<file path="config.mk">
export PLATFORM = sky130hd
export DESIGN_NAME = tcp_connection_tracker_core
export DESIGN_NICKNAME = d
export VERILOG_FILES = /design/src/hw/rtl/tct_pkg.sv /design/src/hw/rtl/tcp_connection_tracker_core.sv /design/src/hw/rtl/tct_cell.sv /design/src/hw/rtl/tct_chain.sv
export SDC_FILE = /design/constraint.sdc
export NUM_CORES = 2
export LEC_CHECK = 0
export CORE_MARGIN = 2
export CORE_UTILIZATION = 59
export DETAILED_ROUTE_END_ITERATION = 7
export DONT_BUFFER_PORTS = 1
export PLACE_DENSITY = 0.76
export SLEW_MARGIN = 20
export SYNTH_ARGS = -nofsm -noshare
export SYNTH_HDL_FRONTEND = slang
export SYNTH_HIERARCHICAL = 1
export SYNTH_SLANG_ARGS = --single-unit
export TNS_END_PERCENT = 10
</file>
<file path="constraint.sdc">
create_clock -name clk -period 7.76 [get_ports clk]
set_clock_uncertainty 0.15 [all_clocks]
set_input_delay 1.164 -clock clk [delete_from_list [all_inputs] [get_ports clk]]
set_output_delay 1.164 -clock clk [all_outputs]
set_load 0.02 [all_outputs]
</file>
<file path="src/hw/rtl/tct_pkg.sv">
// Types and constants shared by the TCP connection tracker.
package tct_pkg;

	localparam int CONNECTIONS_DEF = 4;
	localparam int PORT_SLOTS_DEF = 4;
	localparam int WINDOW_BYTES_DEF = 512;
	localparam int CFG_IDX_W = 3;

	localparam logic [7:0] F_FIN = 8'h01;
	localparam logic [7:0] F_SYN = 8'h02;
	localparam logic [7:0] F_RST = 8'h04;
	localparam logic [7:0] F_PSH = 8'h08;
	localparam logic [7:0] F_ACK = 8'h10;

	localparam logic [1:0] ST_CLOSED = 2'd0;
	localparam logic [1:0] ST_SYNRCVD = 2'd1;
	localparam logic [1:0] ST_ESTAB = 2'd2;
	localparam logic [1:0] ST_CLOSEWAIT = 2'd3;

	localparam logic [1:0] KIND_NONE = 2'd0;
	localparam logic [1:0] KIND_REPLY = 2'd1;
	localparam logic [1:0] KIND_BUSY = 2'd2;
	localparam logic [1:0] KIND_FULL = 2'd3;

	localparam logic [2:0] REG_PORT_A = 3'd0;
	localparam logic [2:0] REG_PORT_B = 3'd1;
	localparam logic [2:0] REG_PORT_C = 3'd2;
	localparam logic [2:0] REG_PORT_D = 3'd3;
	localparam logic [2:0] REG_MASK = 3'd4;
	localparam logic [2:0] REG_LOCAL = 3'd5;

	typedef enum logic [2:0] {
		S_IDLE,
		S_SCAN,
		S_DECIDE,
		S_WRITE,
		S_SUM,
		S_FOLD,
		S_OUT
	} state_t;

	typedef struct packed {
		logic        mode;
		logic [15:0] dest_port;
		logic [31:0] remote_addr;
		logic [15:0] remote_port;
		logic [7:0]  seg_flags;
		logic [31:0] seg_seq;
		logic [15:0] data_length;
	} in_word_t;

	typedef struct packed {
		logic [1:0]  result_kind;
		logic [7:0]  resp_flags;
		logic [15:0] resp_src_port;
		logic [15:0] resp_dst_port;
		logic [31:0] resp_seq;
		logic [31:0] resp_ack;
		logic [15:0] resp_window;
		logic [15:0] resp_checksum;
		logic [1:0]  new_conn_state;
		logic        buffer_ready;
		logic [15:0] buffer_length;
		logic        overrun;
	} out_word_t;

	typedef struct packed {
		logic [1:0]  st;
		logic [15:0] lport;
		logic [31:0] raddr;
		logic [15:0] rport;
		logic [31:0] seq_in;
		logic [31:0] seq_out;
		logic [2:0]  bflags;
		logic [15:0] blen;
	} entry_t;

	// search key shared by every cell of the chain
	typedef struct packed {
		logic [15:0] lport;
		logic [31:0] raddr;
		logic [15:0] rport;
	} key_t;

	typedef struct packed {
		logic found;
		logic free_found;
	} scan_t;

endpackage

</file>
<file path="src/hw/rtl/tcp_connection_tracker_core.sv">
// Top level of the TCP connection tracker: sequencer, step logic and reply checksum.
//  channel | dir | handshake       | word
//  in      | in  | in_valid/in_stall   | in_word_t
//  out     | out | out_valid/out_stall | out_word_t
//  cfg     | in  | cfg_we          | cfg_idx, cfg_data
// One word at a time: the next word is accepted only once the result has been taken.
// The search walks the cell chain one cell a cycle; the checksum is then summed and folded in S_SUM and S_FOLD.
// Reset clears the table, the state and the config registers; no clearing pass.
// in_stall is high from accept until the result is taken; out_stall holds the result.
module tcp_connection_tracker_core
	import tct_pkg::*;
#(
	parameter int CONNECTIONS = CONNECTIONS_DEF,
	parameter int PORT_SLOTS = PORT_SLOTS_DEF,
	parameter int WINDOW_BYTES = WINDOW_BYTES_DEF
) (
	input  logic                 clk,
	input  logic                 arst_n,
	input  logic                 cfg_we,
	input  logic [CFG_IDX_W-1:0] cfg_idx,
	input  logic [31:0]          cfg_data,
	input  logic                 in_valid,
	output logic                 in_stall,
	input  in_word_t             in_word,
	output logic                 out_valid,
	input  logic                 out_stall,
	output out_word_t            out_word
);

	localparam int IDX_W = (CONNECTIONS > 1) ? $clog2(CONNECTIONS) : 1;
	localparam logic [15:0] WIN = 16'(WINDOW_BYTES);

	state_t st_q, st_d;
	logic [15:0] port_q [4];
	logic [3:0] mask_q;
	logic [31:0] laddr_q;
	in_word_t w_q;
	out_word_t o_q;
	logic [17:0] sum_q;
	logic [31:0] acc_q;
	logic [IDX_W-1:0] k_q;
	logic kv_q;
	logic popen;

	logic start, done;
	scan_t res;
	logic [IDX_W-1:0] hit_idx, free_idx;
	logic wr;
	logic [IDX_W-1:0] wr_idx;
	entry_t wr_data, rd_hit, rd_free;
	key_t key_w;

	// first cell compares in the accept cycle, before w_q is loaded
	always_comb begin
		if (st_q == S_IDLE) begin
			key_w.lport = in_word.dest_port;
			key_w.raddr = in_word.remote_addr;
			key_w.rport = in_word.remote_port;
		end else begin
			key_w.lport = w_q.dest_port;
			key_w.raddr = w_q.remote_addr;
			key_w.rport = w_q.remote_port;
		end
	end

	tct_chain #(.CONNECTIONS(CONNECTIONS), .IDX_W(IDX_W)) u_chain (
		.clk(clk), .arst_n(arst_n), .start(start), .key(key_w),
		.done(done), .res(res), .hit_idx(hit_idx), .free_idx(free_idx),
		.wr(wr), .wr_idx(wr_idx), .wr_data(wr_data), .rd_hit(rd_hit), .rd_free(rd_free)
	);

	always_comb begin
		popen = 1'b0;
		for (int i = PORT_SLOTS - 1; i >= 0; i--) begin
			if (port_q[i] == w_q.dest_port) popen = mask_q[i];
		end
	end

	assign start = st_q == S_IDLE && in_valid;
	assign in_stall = st_q != S_IDLE;
	assign out_valid = st_q == S_OUT;
	assign out_word = o_q;

	always_comb begin
		st_d = st_q;
		case (st_q)
			S_IDLE: if (in_valid) st_d = S_SCAN;
			S_SCAN: if (done) st_d = S_DECIDE;
			S_DECIDE: st_d = S_WRITE;
			S_WRITE: st_d = S_SUM;
			S_SUM: st_d = S_FOLD;
			S_FOLD: st_d = S_OUT;
			S_OUT: if (!out_stall) st_d = S_IDLE;
			default: st_d = S_IDLE;
		endcase
	end

	// step decision, done in S_DECIDE using the chain result
	entry_t e, ne;
	logic [1:0] kind;
	logic [7:0] rfl;
	logic ovr, have, wr_en;
	logic [15:0] room, take;
	logic [16:0] nlen;
	logic [7:0] fl;

	always_comb begin
		fl = w_q.seg_flags;
		have = res.found;
		e = have ? rd_hit : rd_free;
		ne = e;
		kind = KIND_NONE;
		rfl = '0;
		ovr = 1'b0;
		wr_en = 1'b0;
		room = '0;
		take = '0;
		nlen = '0;
		if (w_q.mode) begin
			if (have) begin
				ne.bflags = '0;
				ne.blen = '0;
				wr_en = 1'b1;
			end
		end else if (!popen) begin
			kind = KIND_REPLY;
			rfl = F_RST | F_ACK;
		end else if (fl == F_SYN && !have && !res.free_found) begin
			kind = KIND_FULL;
		end else begin
			// SYN resets a known entry to closed, or takes a free one
			if (fl == F_SYN) begin
				if (!have) begin
					ne.lport = w_q.dest_port;
					ne.raddr = w_q.remote_addr;
					ne.rport = w_q.remote_port;
				end
				ne.st = ST_CLOSED;
				have = 1'b1;
			end
			if (have) begin
				case (ne.st)
					ST_CLOSED: if (fl == F_SYN) begin
						ne.st = ST_SYNRCVD;
						ne.seq_in = w_q.seg_seq + 32'd1;
						ne.seq_out = '0;
						ne.bflags[0] = 1'b0;
						kind = KIND_REPLY;
						rfl = F_SYN | F_ACK;
						wr_en = 1'b1;
					end
					ST_SYNRCVD: if (fl == F_ACK) begin
						ne.st = ST_ESTAB;
						ne.seq_out = ne.seq_out + 32'd1;
						wr_en = 1'b1;
					end
					ST_ESTAB: begin
						if (fl == (F_FIN | F_ACK)) begin
							ne.st = ST_CLOSEWAIT;
							ne.seq_in = ne.seq_in + 32'd1;
							ne.seq_out = ne.seq_out + 32'd1;
							kind = KIND_REPLY;
							rfl = F_FIN | F_ACK;
							wr_en = 1'b1;
						end else if (fl == F_ACK || fl == (F_ACK | F_PSH)) begin
							if (ne.bflags[1:0] == 2'b00) begin
								ne.bflags = 3'b001;
								ne.blen = '0;
							end
							if (!ne.bflags[2] && ne.blen < WIN) begin
								room = WIN - ne.blen;
								take = w_q.data_length;
								if (take > room) begin
									take = room;
									ovr = 1'b1;
								end
								ne.seq_in = ne.seq_in + 32'(take);
								nlen = 17'(ne.blen) + 17'(take);
								ne.blen = nlen[15:0];
								if (ne.blen >= WIN || fl[3]) begin
									ne.bflags[0] = 1'b0;
									ne.bflags[1] = 1'b1;
									kind = KIND_REPLY;
									rfl = F_ACK;
								end
								wr_en = 1'b1;
							end else begin
								kind = KIND_BUSY;
								ne = e;
							end
						end
					end
					default: if (fl == F_ACK) begin
						ne.st = ST_CLOSED;
						wr_en = 1'b1;
					end
				endcase
			end
		end
	end

	entry_t ne_q;
	logic [1:0] kind_q;
	logic [7:0] rfl_q;
	logic ovr_q, wr_q, have_q;

	assign wr = st_q == S_WRITE && wr_q;
	assign wr_idx = k_q;
	assign wr_data = ne_q;

	logic [15:0] win_v;
	logic [31:0] seqv, ackv;
	assign seqv = have_q ? ne_q.seq_out : '0;
	assign ackv = have_q ? ne_q.seq_in : '0;
	assign win_v = (have_q && ne_q.bflags[0]) ? WIN - ne_q.blen : WIN;

	out_word_t o_d;
	logic [16:0] fold;

	always_comb begin
		fold = 17'(sum_q[15:0]) + 17'(sum_q[17:16]);
		o_d = '0;
		o_d.result_kind = kind_q;
		if (kind_q == KIND_REPLY) begin
			o_d.resp_flags = rfl_q;
			o_d.resp_src_port = w_q.dest_port;
			o_d.resp_dst_port = w_q.remote_port;
			o_d.resp_seq = seqv;
			o_d.resp_ack = ackv;
			o_d.resp_window = win_v;
			o_d.resp_checksum = ~(fold[15:0] + 16'(fold[16]));
		end
		if (have_q && kind_q != KIND_FULL) begin
			o_d.new_conn_state = ne_q.st;
			o_d.buffer_ready = ne_q.bflags[1] && !w_q.mode;
			o_d.buffer_length = w_q.mode ? '0 : ne_q.blen;
		end
		o_d.overrun = ovr_q;
	end

	always_ff @(posedge clk or negedge arst_n) begin
		if (!arst_n) begin
			st_q <= S_IDLE;
			port_q <= '{default: '0};
			mask_q <= '0;
			laddr_q <= '0;
		end else begin
			st_q <= st_d;
			if (cfg_we) begin
				case (cfg_idx)
					REG_PORT_A: port_q[0] <= cfg_data[15:0];
					REG_PORT_B: port_q[1] <= cfg_data[15:0];
					REG_PORT_C: port_q[2] <= cfg_data[15:0];
					REG_PORT_D: port_q[3] <= cfg_data[15:0];
					REG_MASK: mask_q <= cfg_data[3:0];
					REG_LOCAL: laddr_q <= cfg_data;
					default: ;
				endcase
			end
		end
	end

	always_ff @(posedge clk) begin
		case (st_q)
			S_IDLE: if (in_valid) w_q <= in_word;
			S_SCAN: ;
			S_DECIDE: begin
				ne_q <= ne;
				kind_q <= kind;
				rfl_q <= rfl;
				ovr_q <= ovr;
				wr_q <= wr_en;
				// entry seen afterwards: match, or freshly taken slot
				have_q <= have && !(w_q.mode == 1'b0 && !popen && !res.found);
				k_q <= res.found ? hit_idx : free_idx;
				kv_q <= res.found;
			end
			S_WRITE: begin
				acc_q <= 32'(laddr_q[31:16]) + 32'(laddr_q[15:0])
					+ 32'(w_q.remote_addr[31:16]) + 32'(w_q.remote_addr[15:0])
					+ 32'd26 + 32'(w_q.dest_port) + 32'(w_q.remote_port)
					+ 32'(seqv[31:16]) + 32'(seqv[15:0]) + 32'(ackv[31:16])
					+ 32'(ackv[15:0]) + 32'({8'h50, rfl_q}) + 32'(win_v);
			end
			S_SUM: sum_q <= 18'(acc_q[15:0]) + 18'(acc_q[31:16]);
			S_FOLD: o_q <= o_d;
			default: ;
		endcase
	end

	a_kv: assert property (@(posedge clk) disable iff (!arst_n)
		st_q == S_WRITE && wr_q |-> kv_q || have_q)
		else $error("write without entry");
	a_out: assert property (@(posedge clk) disable iff (!arst_n)
		out_valid && out_stall |=> out_valid && $stable(out_word))
		else $error("result dropped");
	a_busy: assert property (@(posedge clk) disable iff (!arst_n)
		out_valid |-> in_stall)
		else $error("input open while result pending");

endmodule

</file>
<file path="src/hw/rtl/tct_cell.sv">
// One connection table entry: holds its state and matches the key shared by all cells of the chain.
module tct_cell
	import tct_pkg::*;
#(
	parameter int IDX_W = 2,
	parameter logic [IDX_W-1:0] MY_IDX = '0
) (
	input  logic             clk,
	input  logic             arst_n,
	input  logic             scan,
	input  key_t             key,
	input  scan_t            scan_in,
	input  logic [IDX_W-1:0] hit_idx_in,
	input  logic [IDX_W-1:0] free_idx_in,
	output scan_t            scan_out,
	output logic [IDX_W-1:0] hit_idx_out,
	output logic [IDX_W-1:0] free_idx_out,
	input  logic             wr,
	input  logic [IDX_W-1:0] wr_idx,
	input  entry_t           wr_data,
	output entry_t           entry
);

	entry_t entry_q;
	logic match;

	assign entry = entry_q;
	assign match = scan && entry_q.lport == key.lport && entry_q.raddr == key.raddr
		&& entry_q.rport == key.rport;

	always_comb begin
		scan_out = scan_in;
		hit_idx_out = hit_idx_in;
		free_idx_out = free_idx_in;
		if (!scan_in.found && match) begin
			scan_out.found = 1'b1;
			hit_idx_out = MY_IDX;
		end
		if (!scan_in.free_found && scan && entry_q.st == ST_CLOSED) begin
			scan_out.free_found = 1'b1;
			free_idx_out = MY_IDX;
		end
	end

	always_ff @(posedge clk or negedge arst_n) begin
		if (!arst_n) begin
			entry_q <= '0;
		end else if (wr && wr_idx == MY_IDX) begin
			entry_q <= wr_data;
		end
	end

endmodule

</file>
<file path="src/hw/rtl/tct_chain.sv">
// Row of table cells; the search result ripples through a register after each cell.
module tct_chain
	import tct_pkg::*;
#(
	parameter int CONNECTIONS = CONNECTIONS_DEF,
	parameter int IDX_W = (CONNECTIONS > 1) ? $clog2(CONNECTIONS) : 1
) (
	input  logic             clk,
	input  logic             arst_n,
	input  logic             start,
	input  key_t             key,
	output logic             done,
	output scan_t            res,
	output logic [IDX_W-1:0] hit_idx,
	output logic [IDX_W-1:0] free_idx,
	input  logic             wr,
	input  logic [IDX_W-1:0] wr_idx,
	input  entry_t           wr_data,
	output entry_t           rd_hit,
	output entry_t           rd_free
);

	scan_t            sc_q [CONNECTIONS+1];
	logic [IDX_W-1:0] hi_q [CONNECTIONS+1];
	logic [IDX_W-1:0] fi_q [CONNECTIONS+1];
	logic             v_q  [CONNECTIONS+1];
	entry_t           ent  [CONNECTIONS];
	scan_t            res_q;
	logic [IDX_W-1:0] hit_q, free_q;

	always_comb begin
		sc_q[0] = '0;
		hi_q[0] = '0;
		fi_q[0] = '0;
		v_q[0] = start;
	end

	for (genvar i = 0; i < CONNECTIONS; i++) begin : g_cell
		scan_t            so;
		logic [IDX_W-1:0] ho, fo;
		scan_t            sr_q;
		logic [IDX_W-1:0] hr_q, fr_q;
		logic             vr_q;
		tct_cell #(.IDX_W(IDX_W), .MY_IDX(IDX_W'(i))) u_cell (
			.clk(clk), .arst_n(arst_n), .scan(v_q[i]), .key(key),
			.scan_in(sc_q[i]), .hit_idx_in(hi_q[i]), .free_idx_in(fi_q[i]),
			.scan_out(so), .hit_idx_out(ho), .free_idx_out(fo),
			.wr(wr), .wr_idx(wr_idx), .wr_data(wr_data), .entry(ent[i])
		);
		always_ff @(posedge clk or negedge arst_n) begin
			if (!arst_n) begin
				vr_q <= 1'b0;
			end else begin
				vr_q <= v_q[i];
			end
		end
		always_ff @(posedge clk) begin
			sr_q <= so;
			hr_q <= ho;
			fr_q <= fo;
		end
		always_comb begin
			sc_q[i+1] = sr_q;
			hi_q[i+1] = hr_q;
			fi_q[i+1] = fr_q;
			v_q[i+1] = vr_q;
		end
	end

	// hold the search result once it leaves the last cell
	always_ff @(posedge clk) begin
		if (v_q[CONNECTIONS]) begin
			res_q <= sc_q[CONNECTIONS];
			hit_q <= hi_q[CONNECTIONS];
			free_q <= fi_q[CONNECTIONS];
		end
	end

	assign done = v_q[CONNECTIONS];
	assign res = res_q;
	assign hit_idx = hit_q;
	assign free_idx = free_q;
	assign rd_hit = ent[hit_q];
	assign rd_free = ent[free_q];

endmodule

</file>
==> reports/results.txt <==
Core area: 118,000 µm²
Post-Syn Area per Cell: 12.8 µm²
Hold Vio Cnt, Final: 0
CTS sink count: 1,205
Top post-synthesis cells by area: dfrtp_1, edfxtp_1, mux4_2
Unrepaired setup endpoints after global routing: true
Number of port buffers: 0
H-tree Lvls: 4
Vias in the first global route: 48,000
Antenna-violating nets left: 0
Top achievable clock speed: 133 MHz
CP Cell Sequence: inv_1 > ha_1 > nand2_1 > or4_1 > o21ai_0 > xor2_1 > nor2_1 > fa_1 > inv_1 > fa_1 > fa_1 > fa_1 > inv_1 > fa_1 > ha_1 > and3_1 > o311a_1 > o31ai_1 > o21bai_1 > a21boi_0 > o21ai_0
Reg2reg start: ne_q[0]$_DFFE_PP_
Routability congestion estimate from global placement: 1.02
Drt initial violations: 6,136
Post-synthesis cell area: 70,300 µm²
WP data required: 8120 ps
Worst path arrival time: 7890 ps
R2R cell count: 21
Detailed placer's ending HPWL: 160 mm
Clock Pin Slew Worst Setup and Hold Paths: 60 ps
Largest net degree at the start of global routing: 593
Register bit total from synthesis: 1,205
Cells after Synth: 5,481
Critical path class: reg -> reg
Total of max-cap violations: 0
Startpoint class of the critical path: flip-flop
Routed vias: 49,000
Worst hold slack: 193 ps
Fill cell count: 8,399
Synth Flop Type: dfrtp_1
Post-synth EDFFs: 478
Reg-to-reg slack, setup: 220 ps
CTS root buf: clkbuf_16
Layout area overhead: 9.69%
Xor and xnor area share after synthesis: 5.21%
Most frequent CP cell: fa_1
Post-layout instance area: 77,100 µm²
Largest family of logic cells by synthesized area: multiplexers
Starting density of the core: 59.6%
Max-slew headroom: 11.7%
Slew @ Worst Pin: 1330 ps
Number of stages on the worst setup path: 21
CP max-delay cell: or4_1
Crit path from: ne_q[0]$_DFFE_PP_
TritonCTS Buffers: 134
Pwr Density: 518 nW/µm²
Die height: 349 µm
CP max stage delay: 610 ps
Synth async-reset ratio: 58.3%
Worst skew pair latency: 790 ps
First drt pass iteration count: 6
CTS tree: built
Antenna violations before repair: 29
Die ar.: 122,000 µm²
Post-synthesis simple-gate area fraction: 8.64%
Post-synth cell types: 103
Worst-path fanout max: 7
Slew Limit Fails: 0
Final setup fails: 0
I/O pins: 321
DRT Wirelength: 226 mm
Post-synthesis adder-cell area fraction: 6.18%
Minimum clock period: 7540 ps
RR Endpoint: acc_q[19]$_DFFE_PP_
Yosys warnings: 6
Seq/Total Area, Yosys: 46.1%
Core Rows: 126
Wire per inst: 31.5 µm
Die W: 349 µm
# DRC: 0
Final nets: 5,932
Multiplexer area fraction after synthesis: 23.6%
Cell taking the most area after synthesis: dfrtp_1
Worst setup endpoint: acc_q[19]$_DFFE_PP_
Tcrit/Tclk final: 97.1%
Layout cells sized above 1: 22.3%
CP endpoint kind: flip-flop
Leak: 31.6 nW
Top cell family by delay on the critical path: adder cells
Compound-Gate Fraction of Synth Area: 6.44%
Setup TNS: 0 ps
First-pass GRT wire length: 328 mm
Total track usage: 37.1%
Placed inst area: 72,200 µm²
Status: complete, no violations
Post-synth top area share: 25.0%
Max VDD drop: 1.16 mV
GRT overflow: 0
Min-Delay Path Class: in -> async
CP Buf/Inv Count: 3
Vias per cell: 6.82
Worst-case clock buffer depth: 3
area by class of cell:
class | count | area [µm²] | share of cell area (%)
Multi-Input combinational cell | 3694 | 35700 | 46.3
Sequential cell | 1205 | 32400 | 42.0
Clock buffer | 189 | 3810 | 4.94
Tap cell | 1536 | 1920 | 2.49
Timing Repair Buffer | 186 | 1560 | 2.03
Inverter | 292 | 1100 | 1.42
Clock inverter | 59 | 597 | 0.774
Antenna cell | 14 | 35.0 | 0.0454
cells in the mapped netlist (13+ instances only):
library cell / count
a211oi_1: 22
a21o_1: 29
a21oi_1: 136
a22o_1: 40
a22oi_1: 17
a31oi_1: 18
and2_1: 197
and3_1: 62
buf_2: 127
buf_4: 16
buf_6: 29
clkbuf_1: 117
dfrtp_1: 703
dfxtp_1: 24
edfxtp_1: 478
fa_1: 148
ha_1: 110
inv_1: 290
mux2_1: 303
mux2_2: 473
mux2i_1: 117
mux4_2: 298
nand2_1: 232
nand2b_1: 30
nand3_1: 68
nand3b_1: 13
nand4_1: 80
nor2_1: 195
nor2b_1: 31
nor3_1: 68
nor4_1: 41
o21a_1: 13
o21ai_0: 190
o21bai_1: 14
o221ai_1: 17
o22ai_1: 64
o31ai_1: 14
or3_1: 21
xnor2_1: 292
xor2_1: 126
stage by stage:
step	total power [mW]	setup slack (ps)	std cells	utilization, %
finish	40.0	224	7175	65.3
detailed placement	32.5	20.2	6894	61.2
global route	42.4	-72.7	7168	65.3
global placement	32.0	125	6894	61.2
floorplan	26.4	-123	5491	-
CTS	39.1	6.31	7146	65.0
kinds of logic after synthesis:
logic type	Yosys count
adder cells (fa/ha/maj)	259
AO/OA/AOI/OAI	694
multiplexers	1191
other	2
flip-flops	1205
XOR/XNOR	418
buffers and inverters	592
AND/OR/NAND/NOR	1120
metal layers:
| layer | track usage, % | part of all wire, % | routed length, µm |
|---|---|---|---|
| met4 | 17.8 | 5.7 | 12800 |
| met1 | 50.0 | 38 | 86000 |
| met3 | 12.8 | 13 | 29400 |
| met2 | 53.9 | 43 | 97300 |
| met5 | 0 | 0.096 | 216 |
registers in the layout, indices dropped and copies added, names as in the netlist, 2 cells and up:
name and cells:
mask_q 4, u_chain/hit_idx 2, w_q 113, port_q 64, u_chain/res 2, acc_q 20, ne_q 149, st_q 3
u_chain/g_cell.sr_q 8, u_chain/g_cell.hr_q 8, fl 8, out_word 154, kind_q 2, sum_q 17, u_chain/g_cell.fr_q 8, k_q 2
u_chain/g_cell.vr_q 3, u_chain/free_idx 2, u_chain/g_cell.u_cell/entry 596, rfl_q 4, laddr_q 32
worst min-delay path by stage:
stage	end	startpoint	slack, ps	cells after the start
after floorplan	u_chain/g_cell[1].vr_q$_DFF_PN0_	u_chain/g_cell[0].vr_q$_DFF_PN0_	220	0
after global placement	u_chain/g_cell[2].fr_q[1]$_DFF_P_	u_chain/g_cell[1].fr_q[1]$_DFF_P_	250	1
after detailed placement	u_chain/res[0]$_DFFE_PP_	u_chain/g_cell[3].sr_q[0]$_DFF_P_	240	0
after CTS	u_chain/g_cell[0].u_cell/entry[42]$_DFFE_PN0P_	arst_n	4	0
after global routing	u_chain/g_cell[2].u_cell/entry[37]$_DFFE_PN0P_	arst_n	230	1
final	u_chain/g_cell[2].u_cell/entry[37]$_DFFE_PN0P_	arst_n	190	1
what timing repair did:
item | in CTS | in global routing
endpoints found under the hold margin | 112 | 0
hold buffers | 1 | 0
pin swaps | 3 | 28
gates resized for setup | 3 | 58
setup buffers | 3 | 11
setup endpoints to repair | 2 | 23
power breakdown:
part | switching (mW) | internal (mW)
registers | 2.27 | 9.60
logic | 11.8 | 9.82
clock network | 2.70 | 3.74
total | 16.8 | 23.2
cell usage in the layout (no fill, tap or decap), drive strengths merged, types with 190 or more instances in the layout:
cell and instances:
nor2 196, inv 305, o21ai 199, nand2 232
edfxtp 478, dfrtp 703, xnor2 292, clkbuf 190
mux4 298, and2 198, mux2 776
Power figures use the tool's default switching activity.
